===== src/rtl/core/xxtea_pkg.sv =====
`default_nettype none

package xxtea_pkg;

	// Key schedule constant of the cipher.
	localparam logic [31:0] DELTA = 32'h9e3779b9;

	// Largest message the checker's word buffer holds.
	localparam int WORDS_LIMIT = 64;

	// Configuration register indexes.
	localparam logic [2:0] REG_KEY0 = 3'd0;
	localparam logic [2:0] REG_KEY1 = 3'd1;
	localparam logic [2:0] REG_KEY2 = 3'd2;
	localparam logic [2:0] REG_KEY3 = 3'd3;
	localparam logic [2:0] REG_MODE = 3'd4;

	// One message beat.
	typedef struct packed {
		logic [31:0] data_word;
		logic        last_word;
	} msg_beat_t;

	// One result beat.
	typedef struct packed {
		logic [31:0] out_word;
		logic        out_last;
		logic        overflow;
	} res_beat_t;

	// One register write beat.
	typedef struct packed {
		logic [2:0]  reg_index;
		logic [31:0] wr_data;
	} cfg_beat_t;

	// Operands handed to the shared mix unit.
	typedef struct packed {
		logic [31:0] y;
		logic [31:0] z;
		logic [31:0] sum;
		logic [31:0] key;
	} mix_req_t;

	// Number of full rounds for an n-word message: 6 + 52/n, as a range table.
	// Messages longer than 52 words get the six base rounds only.
	function automatic logic [5:0] xxtea_rounds(input logic [6:0] n);
		logic [5:0] q;
		begin
			if (n >= 7'd53) begin
				q = 6'd0;
			end else if (n >= 7'd27) begin
				q = 6'd1;
			end else if (n >= 7'd18) begin
				q = 6'd2;
			end else if (n >= 7'd14) begin
				q = 6'd3;
			end else if (n >= 7'd11) begin
				q = 6'd4;
			end else if (n >= 7'd9) begin
				q = 6'd5;
			end else if (n == 7'd8) begin
				q = 6'd6;
			end else if (n == 7'd7) begin
				q = 6'd7;
			end else if (n == 7'd6) begin
				q = 6'd8;
			end else if (n == 7'd5) begin
				q = 6'd10;
			end else if (n == 7'd4) begin
				q = 6'd13;
			end else if (n == 7'd3) begin
				q = 6'd17;
			end else if (n == 7'd2) begin
				q = 6'd26;
			end else begin
				q = 6'd52;
			end
			return 6'd6 + q;
		end
	endfunction

endpackage

`default_nettype wire


===== src/rtl/core/xxtea_ifs.sv =====
`default_nettype none

// Message channel: one word per beat.
interface xxtea_msg_if;
	import xxtea_pkg::*;
	logic      valid;
	logic      ready;
	msg_beat_t data;
	modport source(output valid, output data, input ready);
	modport sink(input valid, input data, output ready);
endinterface

// Result channel: one processed word per beat.
interface xxtea_res_if;
	import xxtea_pkg::*;
	logic      valid;
	logic      ready;
	res_beat_t data;
	modport source(output valid, output data, input ready);
	modport sink(input valid, input data, output ready);
endinterface

// Register write channel.
interface xxtea_cfg_if;
	import xxtea_pkg::*;
	logic      valid;
	logic      ready;
	cfg_beat_t data;
	modport source(output valid, output data, input ready);
	modport sink(input valid, input data, output ready);
endinterface

`default_nettype wire


===== src/rtl/core/xxtea_word_ram.sv =====
`default_nettype none

module xxtea_word_ram #(
	parameter int DEPTH = 64,
	parameter int AW = 6
) (
	input  logic          clk,
	input  logic          we,
	input  logic [AW-1:0] waddr,
	input  logic [31:0]   wdata,
	input  logic          re,
	input  logic [AW-1:0] raddr,
	output logic [31:0]   rdata
);

	logic [31:0] mem [DEPTH];

	// Single write port.
	always_ff @(posedge clk) begin
		if (we) begin
			mem[waddr] <= wdata;
		end
	end

	// Registered read port; the data holds while no read is issued.
	always_ff @(posedge clk) begin
		if (re) begin
			rdata <= mem[raddr];
		end
	end

endmodule

`default_nettype wire


===== src/rtl/core/xxtea_mix_unit.sv =====
`default_nettype none

module xxtea_mix_unit (
	input  logic                clk,
	input  logic                en,
	input  xxtea_pkg::mix_req_t req,
	output logic [31:0]         mx_q
);
	import xxtea_pkg::*;

	logic [31:0] shift_sum;
	logic [31:0] key_sum;

	// The two halves of the mix function run side by side.
	assign shift_sum = ((req.z >> 5) ^ (req.y << 2)) + ((req.y >> 3) ^ (req.z << 4));
	assign key_sum   = (req.sum ^ req.y) + (req.key ^ req.z);

	// Result is registered before the word update uses it.
	always_ff @(posedge clk) begin
		if (en) begin
			mx_q <= shift_sum ^ key_sum;
		end
	end

endmodule

`default_nettype wire


===== src/rtl/core/xxtea_block_cipher.sv =====
// A message of n words is taken at one word per cycle while the block is idle. One
// word goes straight to output; longer ones run INIT_A, INIT_B and INIT_C, and
// alternate MIX and UPDATE for each word update through the single shared mix unit
// and the word buffer. Results leave one by one through OUT_RD and OUT_WAIT while
// the sink is ready. Reset (arst_n low, asynchronous) clears the sequencer, word
// count, overflow flag, key and mode registers; the word buffer is not cleared.
`default_nettype none

module xxtea_block_cipher #(
	parameter int MAX_WORDS = 64
) (
	input logic       clk,
	input logic       arst_n,
	xxtea_msg_if.sink msg,
	xxtea_res_if.source res,
	xxtea_cfg_if.sink cfg
);
	import xxtea_pkg::*;

	localparam int AW = $clog2(MAX_WORDS);
	localparam int CW = $clog2(MAX_WORDS + 1);
	localparam logic [AW-1:0] LAST_SLOT  = AW'(MAX_WORDS - 1);
	localparam logic [CW-1:0] FULL_COUNT = CW'(MAX_WORDS);

	typedef enum logic [7:0] {
		S_IDLE     = 8'b0000_0001,
		S_INIT_A   = 8'b0000_0010,
		S_INIT_B   = 8'b0000_0100,
		S_INIT_C   = 8'b0000_1000,
		S_MIX      = 8'b0001_0000,
		S_UPDATE   = 8'b0010_0000,
		S_OUT_RD   = 8'b0100_0000,
		S_OUT_WAIT = 8'b1000_0000
	} state_t;

	state_t        state_q;
	logic [31:0]   key_q [4];
	logic          dec_q;
	logic [CW-1:0] count_q;
	logic          ovf_q;
	logic [AW-1:0] last_q;
	logic [AW-1:0] p_q;
	logic [5:0]    rounds_q;
	logic          fwd_q;
	logic [31:0]   sum_q;
	logic [31:0]   cy_q;
	logic [31:0]   x_q;

	logic          msg_acc;
	logic          buf_full;
	logic [AW-1:0] slot;
	logic [31:0]   rd_data;
	logic [31:0]   nb;
	logic [31:0]   mx;
	logic [31:0]   v_new;
	logic [1:0]    p_low;
	logic [AW-1:0] p_next;
	logic [AW-1:0] rd_next;
	logic          round_end;
	logic          ram_we;
	logic [AW-1:0] ram_waddr;
	logic [31:0]   ram_wdata;
	logic          ram_re;
	logic [AW-1:0] ram_raddr;
	mix_req_t      mix_req;

	// Next word index in the direction of travel, wrapping over the message.
	function automatic logic [AW-1:0] step_idx(input logic [AW-1:0] i,
			input logic [AW-1:0] last, input logic dec);
		logic [AW-1:0] r;
		begin
			if (dec) begin
				r = (i == '0) ? last : i - AW'(1);
			end else begin
				r = (i == last) ? '0 : i + AW'(1);
			end
			return r;
		end
	endfunction

	assign msg_acc  = msg.valid && msg.ready;
	assign buf_full = (count_q == FULL_COUNT);
	assign slot     = buf_full ? LAST_SLOT : count_q[AW-1:0];

	// Neighbor word: taken from the update just made when it was the one read.
	assign nb        = fwd_q ? cy_q : rd_data;
	assign p_low     = 2'(p_q);
	assign p_next    = step_idx(p_q, last_q, dec_q);
	assign rd_next   = step_idx(p_next, last_q, dec_q);
	assign round_end = dec_q ? (p_q == '0) : (p_q == last_q);
	assign v_new     = dec_q ? (x_q - mx) : (x_q + mx);

	// Operands of the mix function; y and z swap roles between directions.
	always_comb begin
		mix_req.y   = dec_q ? cy_q : nb;
		mix_req.z   = dec_q ? nb : cy_q;
		mix_req.sum = sum_q;
		mix_req.key = key_q[p_low ^ sum_q[3:2]];
	end

	// Buffer port control per sequencer state.
	always_comb begin
		ram_we    = 1'b0;
		ram_waddr = p_q;
		ram_wdata = v_new;
		ram_re    = 1'b0;
		ram_raddr = p_q;
		case (state_q)
			S_IDLE: begin
				ram_we    = msg_acc && !buf_full;
				ram_waddr = count_q[AW-1:0];
				ram_wdata = msg.data.data_word;
			end
			S_INIT_A: begin
				ram_re    = 1'b1;
				ram_raddr = dec_q ? '0 : last_q;
			end
			S_INIT_B: begin
				ram_re    = 1'b1;
				ram_raddr = dec_q ? last_q : '0;
			end
			S_INIT_C: begin
				ram_re    = 1'b1;
				ram_raddr = dec_q ? (last_q - AW'(1)) : AW'(1);
			end
			S_UPDATE: begin
				ram_we    = 1'b1;
				ram_re    = 1'b1;
				ram_raddr = rd_next;
			end
			S_OUT_RD: begin
				ram_re = 1'b1;
			end
			default: begin
			end
		endcase
	end

	xxtea_word_ram #(
		.DEPTH(MAX_WORDS),
		.AW(AW)
	) u_ram (
		.clk(clk),
		.we(ram_we),
		.waddr(ram_waddr),
		.wdata(ram_wdata),
		.re(ram_re),
		.raddr(ram_raddr),
		.rdata(rd_data)
	);

	xxtea_mix_unit u_mix (
		.clk(clk),
		.en(state_q == S_MIX),
		.req(mix_req),
		.mx_q(mx)
	);

	// Key and mode registers.
	always_ff @(posedge clk or negedge arst_n) begin
		if (!arst_n) begin
			key_q[0] <= '0;
			key_q[1] <= '0;
			key_q[2] <= '0;
			key_q[3] <= '0;
			dec_q    <= 1'b0;
		end else if (cfg.valid && cfg.ready) begin
			case (cfg.data.reg_index)
				REG_KEY0: key_q[0] <= cfg.data.wr_data;
				REG_KEY1: key_q[1] <= cfg.data.wr_data;
				REG_KEY2: key_q[2] <= cfg.data.wr_data;
				REG_KEY3: key_q[3] <= cfg.data.wr_data;
				REG_MODE: dec_q    <= cfg.data.wr_data[0];
				default: begin
				end
			endcase
		end
	end

	// Sequencer: collect, set up, alternate mix and update, then stream out.
	always_ff @(posedge clk or negedge arst_n) begin
		if (!arst_n) begin
			state_q  <= S_IDLE;
			count_q  <= '0;
			ovf_q    <= 1'b0;
			last_q   <= '0;
			p_q      <= '0;
			rounds_q <= '0;
			fwd_q    <= 1'b0;
		end else begin
			case (state_q)
				S_IDLE: begin
					if (msg_acc) begin
						if (buf_full) begin
							ovf_q <= 1'b1;
						end else begin
							count_q <= count_q + CW'(1);
						end
						if (msg.data.last_word) begin
							last_q   <= slot;
							rounds_q <= xxtea_rounds(7'(slot) + 7'd1);
							p_q      <= '0;
							state_q  <= (slot == '0) ? S_OUT_RD : S_INIT_A;
						end
					end
				end
				S_INIT_A: begin
					p_q     <= dec_q ? last_q : '0;
					state_q <= S_INIT_B;
				end
				S_INIT_B: begin
					state_q <= S_INIT_C;
				end
				S_INIT_C: begin
					fwd_q   <= 1'b0;
					state_q <= S_MIX;
				end
				S_MIX: begin
					state_q <= S_UPDATE;
				end
				S_UPDATE: begin
					p_q     <= p_next;
					fwd_q   <= (rd_next == p_q);
					state_q <= S_MIX;
					if (round_end) begin
						rounds_q <= rounds_q - 6'd1;
						if (rounds_q == 6'd1) begin
							p_q     <= '0;
							state_q <= S_OUT_RD;
						end
					end
				end
				S_OUT_RD: begin
					state_q <= S_OUT_WAIT;
				end
				S_OUT_WAIT: begin
					if (res.ready) begin
						if (p_q == last_q) begin
							count_q <= '0;
							ovf_q   <= 1'b0;
							state_q <= S_IDLE;
						end else begin
							p_q     <= p_q + AW'(1);
							state_q <= S_OUT_RD;
						end
					end
				end
				default: begin
					state_q <= S_IDLE;
				end
			endcase
		end
	end

	// Working words and the running sum.
	always_ff @(posedge clk) begin
		case (state_q)
			S_INIT_A: begin
				sum_q <= dec_q ? (32'(rounds_q) * DELTA) : DELTA;
			end
			S_INIT_B: begin
				cy_q <= rd_data;
			end
			S_INIT_C: begin
				x_q <= rd_data;
			end
			S_UPDATE: begin
				cy_q <= v_new;
				x_q  <= nb;
				if (round_end) begin
					sum_q <= dec_q ? (sum_q - DELTA) : (sum_q + DELTA);
				end
			end
			default: begin
			end
		endcase
	end

	// Handshakes and result beat.
	assign msg.ready         = (state_q == S_IDLE);
	assign cfg.ready         = 1'b1;
	assign res.valid         = (state_q == S_OUT_WAIT);
	assign res.data.out_word = rd_data;
	assign res.data.out_last = (p_q == last_q);
	assign res.data.overflow = ovf_q;

endmodule

`default_nettype wire


===== src/flat_wrapper.sv =====
// flat-port wrapper written by rule: the top's interface ports become plain ports
module xxtea_block_cipher_flat import xxtea_pkg::*;
#(
	parameter int MAX_WORDS = 64
)
  (clk, arst_n, msg_valid, msg_data, msg_ready, res_valid, res_data, res_ready, cfg_valid, cfg_data, cfg_ready);
  xxtea_msg_if msg_i ();
  xxtea_res_if res_i ();
  xxtea_cfg_if cfg_i ();
  input logic clk;
  input logic arst_n;
  input wire logic [$bits(msg_i.valid)-1:0] msg_valid;
  input wire logic [$bits(msg_i.data)-1:0] msg_data;
  output wire logic [$bits(msg_i.ready)-1:0] msg_ready;
  output wire logic [$bits(res_i.valid)-1:0] res_valid;
  output wire logic [$bits(res_i.data)-1:0] res_data;
  input wire logic [$bits(res_i.ready)-1:0] res_ready;
  input wire logic [$bits(cfg_i.valid)-1:0] cfg_valid;
  input wire logic [$bits(cfg_i.data)-1:0] cfg_data;
  output wire logic [$bits(cfg_i.ready)-1:0] cfg_ready;
  assign msg_i.valid = msg_valid;
  assign msg_i.data = msg_data;
  assign msg_ready = msg_i.ready;
  assign res_valid = res_i.valid;
  assign res_data = res_i.data;
  assign res_i.ready = res_ready;
  assign cfg_i.valid = cfg_valid;
  assign cfg_i.data = cfg_data;
  assign cfg_ready = cfg_i.ready;
  xxtea_block_cipher #(.MAX_WORDS(MAX_WORDS)) u_core (.clk(clk), .arst_n(arst_n), .msg(msg_i), .res(res_i), .cfg(cfg_i));
endmodule

===== config.mk =====
export PLATFORM = sky130hd
export DESIGN_NAME = xxtea_block_cipher_flat
export DESIGN_NICKNAME = d
export VERILOG_FILES = /design/src/rtl/core/xxtea_pkg.sv /design/src/rtl/core/xxtea_ifs.sv /design/src/rtl/core/xxtea_word_ram.sv /design/src/rtl/core/xxtea_mix_unit.sv /design/src/rtl/core/xxtea_block_cipher.sv /design/src/flat_wrapper.sv
export SDC_FILE = /design/constraint.sdc
export NUM_CORES = 2
export LEC_CHECK = 0
export BUFFER_PORTS_ARGS = -buffer_cell sky130_fd_sc_hd__buf_2
export CAP_MARGIN = 30
export CORE_MARGIN = 3
export CORE_UTILIZATION = 60
export CTS_CLUSTER_SIZE = 14
export DETAILED_ROUTE_END_ITERATION = 16
export PLACE_DENSITY_LB_ADDON = 0.05
export SYNTH_ARGS = -nofsm -noshare
export SYNTH_HDL_FRONTEND = slang
export SYNTH_HIERARCHICAL = 1
export SYNTH_SLANG_ARGS = --single-unit

===== constraint.sdc =====
create_clock -name clk -period 8.6 [get_ports clk]
set_clock_uncertainty 0.15 [all_clocks]
set_input_delay 0 -clock clk [delete_from_list [all_inputs] [get_ports clk]]
set_output_delay 0 -clock clk [all_outputs]
set_load 0.005 [all_outputs]

### After elaboration in Yosys (flattened, before gate mapping)

Memories as Yosys holds them, arrays and structs flattened. A register that Yosys moved wholly into a read port is not among the register bits.
Index checks and enable logic that the tools add are counted.

| storage, ports and cells | value |
|---|---|
| bits in registers | 292 |
| bits in writable memories | 2048 |
| bits of input ports | 73 |
| output and inout port bits | 37 |
| word-level logic and storage cells | 182 |
| memories kept | 1 |

| operators by class | value |
|---|---|
| add/sub/neg operators | 15 |
| multiply operators | 1 |
| magnitude comparators | 7 |
| equal/unequal tests | 32 |
| muxes and demuxes | 77 |
| bitwise logic cells | 7 |
| reductions and logical operators | 26 |

Memory list:

| memory | words | width | read ports | clocked after memory_dff | write ports | line | RTL |
|---|---|---|---|---|---|---|---|
| u_core.u_ram.mem | 64 | 32 | 1 | 1 | 1 | xxtea_word_ram.sv:16 | `logic [31:0] mem [DEPTH];` |

Operator list:

| cell | number |
|---|---|
| $mux 32 | 10 |
| $mux 6 | 36 |
| $pmux 32 s2 | 3 |
| $add 32x32->32 | 3 |
| $xor 32x32->32 | 3 |
| $bmux 32 s2 | 1 |
| $pmux 8 s8 | 1 |
| $mux 7 | 7 |
| $pmux 6 s4 | 2 |
| $add 32x32->32 const B | 1 |
| $mul 6x32->32 const B | 1 |
| $mux 8 | 4 |
| $sub 32x32->32 | 1 |
| $sub 32x32->32 const B | 1 |
| $xor 27x32->32 | 1 |
| $xor 29x32->32 | 1 |
| $eq 7x3->1 const B | 4 |
| $sub 6x1->6 const B | 4 |
| $ge 7x4->1 const B | 3 |
| $eq 6x6->1 | 3 |
| $logic_not 6->1 | 3 |
| $reduce_and 5->1 | 3 |
| $eq 7x2->1 const B | 2 |
| $ge 7x5->1 const B | 2 |
| other kinds (37) | 65 |

### Logic depth before layout (Yosys ltp)

| logic depth | value |
|---|---|
| depth in word-level cells | 24 |
| mapped depth | 25 |
| gate-level depth less buffers | 20 |

### Hierarchy

The synthesis kept the hierarchy.

Modules (own cells, without submodules):

| module | instances | cells an instance | area each (µm²) | seq. area each (µm²) |
|---|---|---|---|---|
| xxtea_word_ram | 1 | 3323 | 78843.1 | 62459.9 |
| xxtea_block_cipher | 1 | 2059 | 20455.9 | 6988.0 |
| xxtea_mix_unit | 1 | 593 | 5377.7 | 960.9 |

### Worst setup path after synthesis

No wires, ideal clock.

| path | value |
|---|---|
| path kind | flip-flop to flip-flop |
| start | register u_core.dec_q |
| end | memory u_core.u_ram.mem[0][15], data pin |
| library setup time | 0.549 ns |
| arrival | 5.229 ns |
| slack | 2.672 ns |
| stages on the path, launching flop included | 14 |
| path buffers | 5 |
| period minus slack after synthesis | 5.928 ns |
| cells stage by stage | dfrtp_1 buf_2 clkbuf_1 clkbuf_1 clkbuf_1 clkbuf_1 mux2i_1 ha_1 nor2b_1 o31a_1 o211ai_1 a21boi_0 xnor2_1 a21oi_1 |

| on the way | value |
|---|---|
| longest elaborated chain between the ends | 2 |

RTL lines:

| what | line | RTL |
|---|---|---|
| start, declared | xxtea_block_cipher.sv:38 | `logic dec_q;` |
| start signal, assigned | xxtea_block_cipher.sv:173 | `REG_MODE: dec_q <= cfg.data.wr_data[0];` |
| $mux 32 | xxtea_block_cipher.sv:91 | `assign v_new = dec_q ? (x_q - mx) : (x_q + mx);` |
| $mux 32 | xxtea_block_cipher.sv:108 | `case (state_q)` |
| via u_core.ram_wdata[15] | xxtea_block_cipher.sv:62 | `logic [31:0] ram_wdata;` |
| end, declared | xxtea_word_ram.sv:16 |  |

The timed path passes the listed nets, and every way through them passes these cells.

### Final worst setup path

| path | value |
|---|---|
| start | register u_core.p_q[0] |
| end | register u_core.u_ram.rdata[18], read port of u_core.u_ram.mem, data pin |

| on the way | value |
|---|---|
| longest elaborated chain between the ends | 7 |
| elaborated cells on any way between the ends | 15 |
| classes of those cells | add/sub: 4; eq/ne: 2; mux: 7; reduce/logical: 2 |

RTL lines:

| what | line | RTL |
|---|---|---|
| start, declared | xxtea_block_cipher.sv:42 | `logic [AW-1:0] p_q;` |
| start signal, assigned | xxtea_block_cipher.sv:208 | `p_q <= dec_q ? last_q : '0;` |
| start signal, assigned | xxtea_block_cipher.sv:222 | `p_q <= p_next;` |
| start signal, assigned | xxtea_block_cipher.sv:243 | `p_q <= p_q + AW'(1);` |
| $add 6x1->6, or another cell as far along | xxtea_block_cipher.sv:75 | `r = (i == last) ? '0 : i + AW'(1);` |
| $mux 6, on equally long branches | xxtea_block_cipher.sv:75, xxtea_block_cipher.sv:73 |  |
| $mux 6 (*) | xxtea_block_cipher.sv:72 | `if (dec) begin` |
| $add 6x1->6, or another cell as far along | xxtea_block_cipher.sv:75 |  |
| $mux 6, on equally long branches | xxtea_block_cipher.sv:75, xxtea_block_cipher.sv:73 |  |
| $mux 6 (*) | xxtea_block_cipher.sv:72 |  |
| $pmux 6 s4 (*) | xxtea_block_cipher.sv:108 |  |
| via u_core.ram_raddr[1] | xxtea_block_cipher.sv:64 | `logic [AW-1:0] ram_raddr;` |
| end, declared | xxtea_word_ram.sv:13 | `output logic [31:0] rdata` |

Mark *: on every way through the listed nets, which the timed path passes. The rest lies on a longest branch.
A chain may end at the register's enable or synchronous reset.

==> results.py <==
metrics = {
    "run_status": {
        "outcome": "finished clean",
    },
    "worst_hold_path": {
        "hp-class": "input pin to flip-flop",
    },
    "cts": {
        "path_clk_slew_ns": 0.07,
        "cts_sinks": 2372,
        "root_buffer": "clkbuf_16",
        "clock_latency_ns": 0.86,
        "cts_buffers": 229,
        "cts_buffer_depth": 3,
        "post_cts_resized": 0,
        "cts_tree": "yes",
        "ctsHtreeMaxLevel": 4,
    },
    "yosys": {
        "yosys.area_share.simple_pct": 4.011,
        "synth-edff-count": 2208,
        "ys_seq_area_share_pct": 67.26,
        "synthesis.nets": 6278,
        "synth_top_family_by_area": "multiplexers",
        "synth_seq_cells": 2372,
        "synth_compound_area_share_pct": 5.282,
        "yosys_warnings": 6,
        "synth_area_um2": 104700,
        "synth-xor-area-share_pct": 2.850,
        "netlist_instances": 5975,
        "synthFlopType": "edfxtp_1",
        "synthMuxAreaShare_pct": 15.92,
        "synthArstFlopShare_pct": 6.914,
        "synth_cell_types": 113,
        "synth.avg_cell_area_um2": 17.52,
        "synthAdderAreaFrac_pct": 3.017,
    },
    "floorplan": {
        "initial_utilization_pct": 60.68,
        "die-area_um2": 179500,
        "rows": 152,
        "io_pins": 110,
        "core_area_um2": 172500,
        "die_x_um": 423.7,
        "fp.dieH_um": 423.7,
    },
    "detailed_routing": {
        "drtAntennaViolNets": 0,
        "wl_met3_um": 24450,
        "dr.first_iter.drc_count": 7067,
        "met2_length_um": 140600,
        "viasPerCell": 6.663,
        "drt-met1-wl_um": 108200,
        "dr.pass1.iters": 6,
        "drc": 0,
        "top_layer_used": "met5",
        "post_drt_wl_per_cell_um": 32.49,
        "wirelength_um": 288400,
        "via_count": 59140,
    },
    "pwr": {
        "power_uw": 46410,
        "ir_worst_vdd_mv": 0.4231,
        "powerDensity_nw_per_um2": 393.7,
        "power.leakage_uw": 0.03898,
    },
    "flow_run": {
        "maxCapViolations": 0,
    },
    "sta": {
        "hold-worst-slack_ns": 0.02422,
        "final-max-slew-violation-count": 0,
        "rsz0062_at_grt": "no",
        "layout_min_cycle_time_ns": 7.719,
        "worst_slew_pin_slew_ns": 1.087,
        "fin_ws_ns": 0.8806,
        "slew_headroom_pct": 27.07,
        "setup_viol": 0,
        "max_freq_mhz": 129.5,
        "setup_tns_ns": 0,
        "hold_viol": 0,
        "post-route-period-util_pct": 89.76,
    },
    "layout": {
        "nets": 6655,
        "fillers": 11310,
        "fin_util_pct": 68.33,
        "area_growth_pct": 12.61,
        "drive_above_1_share_pct": 24.61,
    },
    "grt": {
        "grt_pass1_wl_um": 417500,
        "grt_pass1_vias": 59100,
        "grt.overflow.total": 0,
        "gr-usage-all-layers_pct": 32.49,
        "antenna_found_initial": 8,
        "grt_start_max_net_pins": 99,
    },
    "critical_path": {
        "crit_family": "compound AO/OA/AOI/OAI gates",
        "ff2ff_path_depth": 21,
        "r2r_setup_slack_ns": 0.88,
        "slowest_delay_ns": 0.72,
        "timing.rr.start": "u_core/p_q[0]",
        "cp_cell_sequence": "clkinv_1 > ha_1 > or3b_4 > o21ai_0 > o311ai_1 > nand2_1 > inv_1 > ha_1 > nand3_1 > nor4_4 > mux2i_1 > nand2_1 > o21ai_0 > a21oi_1 > a21oi_4 > buf_12 > buf_4 > mux4_2 > mux4_2 > o22ai_1 > nor2_1",
        "cp.depth": 21,
        "critPathRequiredTime_ns": 8.97,
        "crit_path_end": "u_core/u_ram/rdata[18]",
        "cp_num_buf_inv": 4,
        "start_kind": "flip-flop",
        "cp_data_arrival_time_ns": 8.09,
        "r2r-end": "u_core/u_ram/rdata[18]",
        "cp-startpoint": "u_core/p_q[0]",
        "crit_path_max_fanout": 44,
        "critPathCaptureType": "flip-flop",
        "critPathKind": "flip-flop to flip-flop",
        "critPathSlowestCell": "dfrtp_1",
    },
    "placed_design": {
        "place_congestion": 0.9401,
        "port_buffers": 108,
        "dpl.hpwl_um": 176000,
        "pre_cts_ws_ns": 1.141,
    },
}
## area by class of cell
type                    count  area (um2)  share of cell area [%]
inverters                 109       409.1                  0.3471
repair buffers            431        3562                   3.022
clock buffers             287        6052                   5.134
multi-input cells        3209       33240                   28.20
diodes                     17       42.54                 0.03609
well taps                2310        2890                   2.452
flip-flops and latches   2372       70410                   59.74
clock inverters           141        1267                   1.075
## synthesized netlist by cell type (11+ instances only)
| library cell | number | share of area (%) |
|---|---|---|
| ha_1 | 194 | 2.3 |
| xor2_1 | 166 | 1.4 |
| buf_1 | 40 | 0.14 |
| and3_1 | 18 | 0.11 |
| buf_2 | 67 | 0.32 |
| a22oi_1 | 21 | 0.15 |
| mux4_2 | 576 | 12 |
| o21ai_0 | 118 | 0.56 |
| o21a_1 | 20 | 0.14 |
| buf_4 | 29 | 0.21 |
| mux2_2 | 238 | 2.6 |
| and2_1 | 11 | 0.066 |
| a311oi_1 | 12 | 0.10 |
| or2_2 | 12 | 0.072 |
| nor2b_1 | 42 | 0.25 |
| nand2b_1 | 35 | 0.21 |
| fa_1 | 36 | 0.69 |
| nand4_1 | 16 | 0.096 |
| mux2i_1 | 101 | 0.97 |
| nor3_1 | 50 | 0.24 |
| o21bai_1 | 17 | 0.12 |
| inv_1 | 107 | 0.38 |
| nor2_1 | 259 | 0.93 |
| dfrtp_1 | 163 | 3.9 |
| nand2_1 | 302 | 1.1 |
| o22ai_1 | 96 | 0.57 |
| or3_1 | 19 | 0.11 |
| a31oi_1 | 21 | 0.13 |
| nand3b_1 | 11 | 0.079 |
| a21oi_1 | 241 | 1.2 |
| o31ai_1 | 17 | 0.12 |
| nand3_1 | 65 | 0.31 |
| xnor2_1 | 172 | 1.4 |
| clkbuf_1 | 141 | 0.51 |
| o211ai_1 | 13 | 0.093 |
| o221ai_1 | 31 | 0.26 |
| edfxtp_1 | 2208 | 63 |
| a211oi_1 | 18 | 0.13 |
| a21o_1 | 83 | 0.60 |
## worst min path at each step
stage,start,to,slack (ns),depth (start not counted)
5_1_grt,msg_data[15],u_core/u_ram/mem[49][14],0.05,3
2_1_floorplan,arst_n,u_core/count_q[0],-0.45,0
3_5_place_dp,arst_n,u_core/rounds_q[5],-0.14,1
4_1_cts,cfg_data[32],u_core/key_q[58],0.007,4
3_3_place_gp,arst_n,u_core/rounds_q[3],-0.15,1
6_report,msg_data[15],u_core/u_ram/mem[49][14],0.02,3
## cell families after synthesis
| logic type | count (synthesis) |
|---|---|
| other | 1 |
| buffers and inverters | 394 |
| AO/OA/AOI/OAI | 828 |
| XOR/XNOR | 339 |
| multiplexers | 915 |
| AND/OR/NAND/NOR | 895 |
| adder cells (fa/ha/maj) | 231 |
| flip-flops | 2372 |
## flip-flops by register name (all words and copies together) (netlist names)
signal,count
u_core/count_q,7
u_core/cy_q,32
u_core/dec_q,1
u_core/fwd_q,1
u_core/key_q,128
u_core/last_q,6
u_core/ovf_q,1
u_core/p_q,6
u_core/rounds_q,6
u_core/state_q,8
u_core/sum_q,32
u_core/u_mix/mx_q,32
u_core/u_ram/mem,2048
u_core/u_ram/rdata,32
u_core/x_q,32
## worst min-delay path: cells and delay by family
family,cells,cell delay [ns]
buffers and inverters,2,0.46
multiplexers,1,0.28
## metrics by stage
stage | std cells | cell area (um2)
global route | 8859 | 117800
detailed placement | 8310 | 109300
finish | 8876 | 117900
CTS | 8859 | 117800
global placement | 8304 | 109200
floorplan | 5975 | 104700
## per-layer routing
| metal | vias up | track usage, % |
|---|---|---|
| met3 | 547 | 5.262 |
| met5 | - | 0 |
| li1 | 24760 | - |
| met4 | 4 | 15.13 |
| met1 | 30890 | 44.00 |
| met2 | 2934 | 52.44 |
## power by group
part           total [uW]  leakage, uW  switching, uW  internal (uW)
Combinational       19800       0.0135          12700           7080
Sequential          16800       0.0219            491          16300
Clock                9790      0.00356           4300           5490
Total               46400       0.0390          17500          28900
## cells in the final DEF, fill, tap and decap left out, types with 171 or more instances in the layout
master	count
mux2_2	238
edfxtp_1	2208
xnor2_1	171
ha_1	194
nor2_1	193
mux4_2	576
buf_4	180
nand2_1	280
a21oi_1	232
clkbuf_16	232
## what timing repair did
action / CTS / global route
buffers inserted: 0 / 0
endpoints found under the hold margin: 1976 / 0
hold buffers: 121 / 0
(Power assumes the default switching activity.)
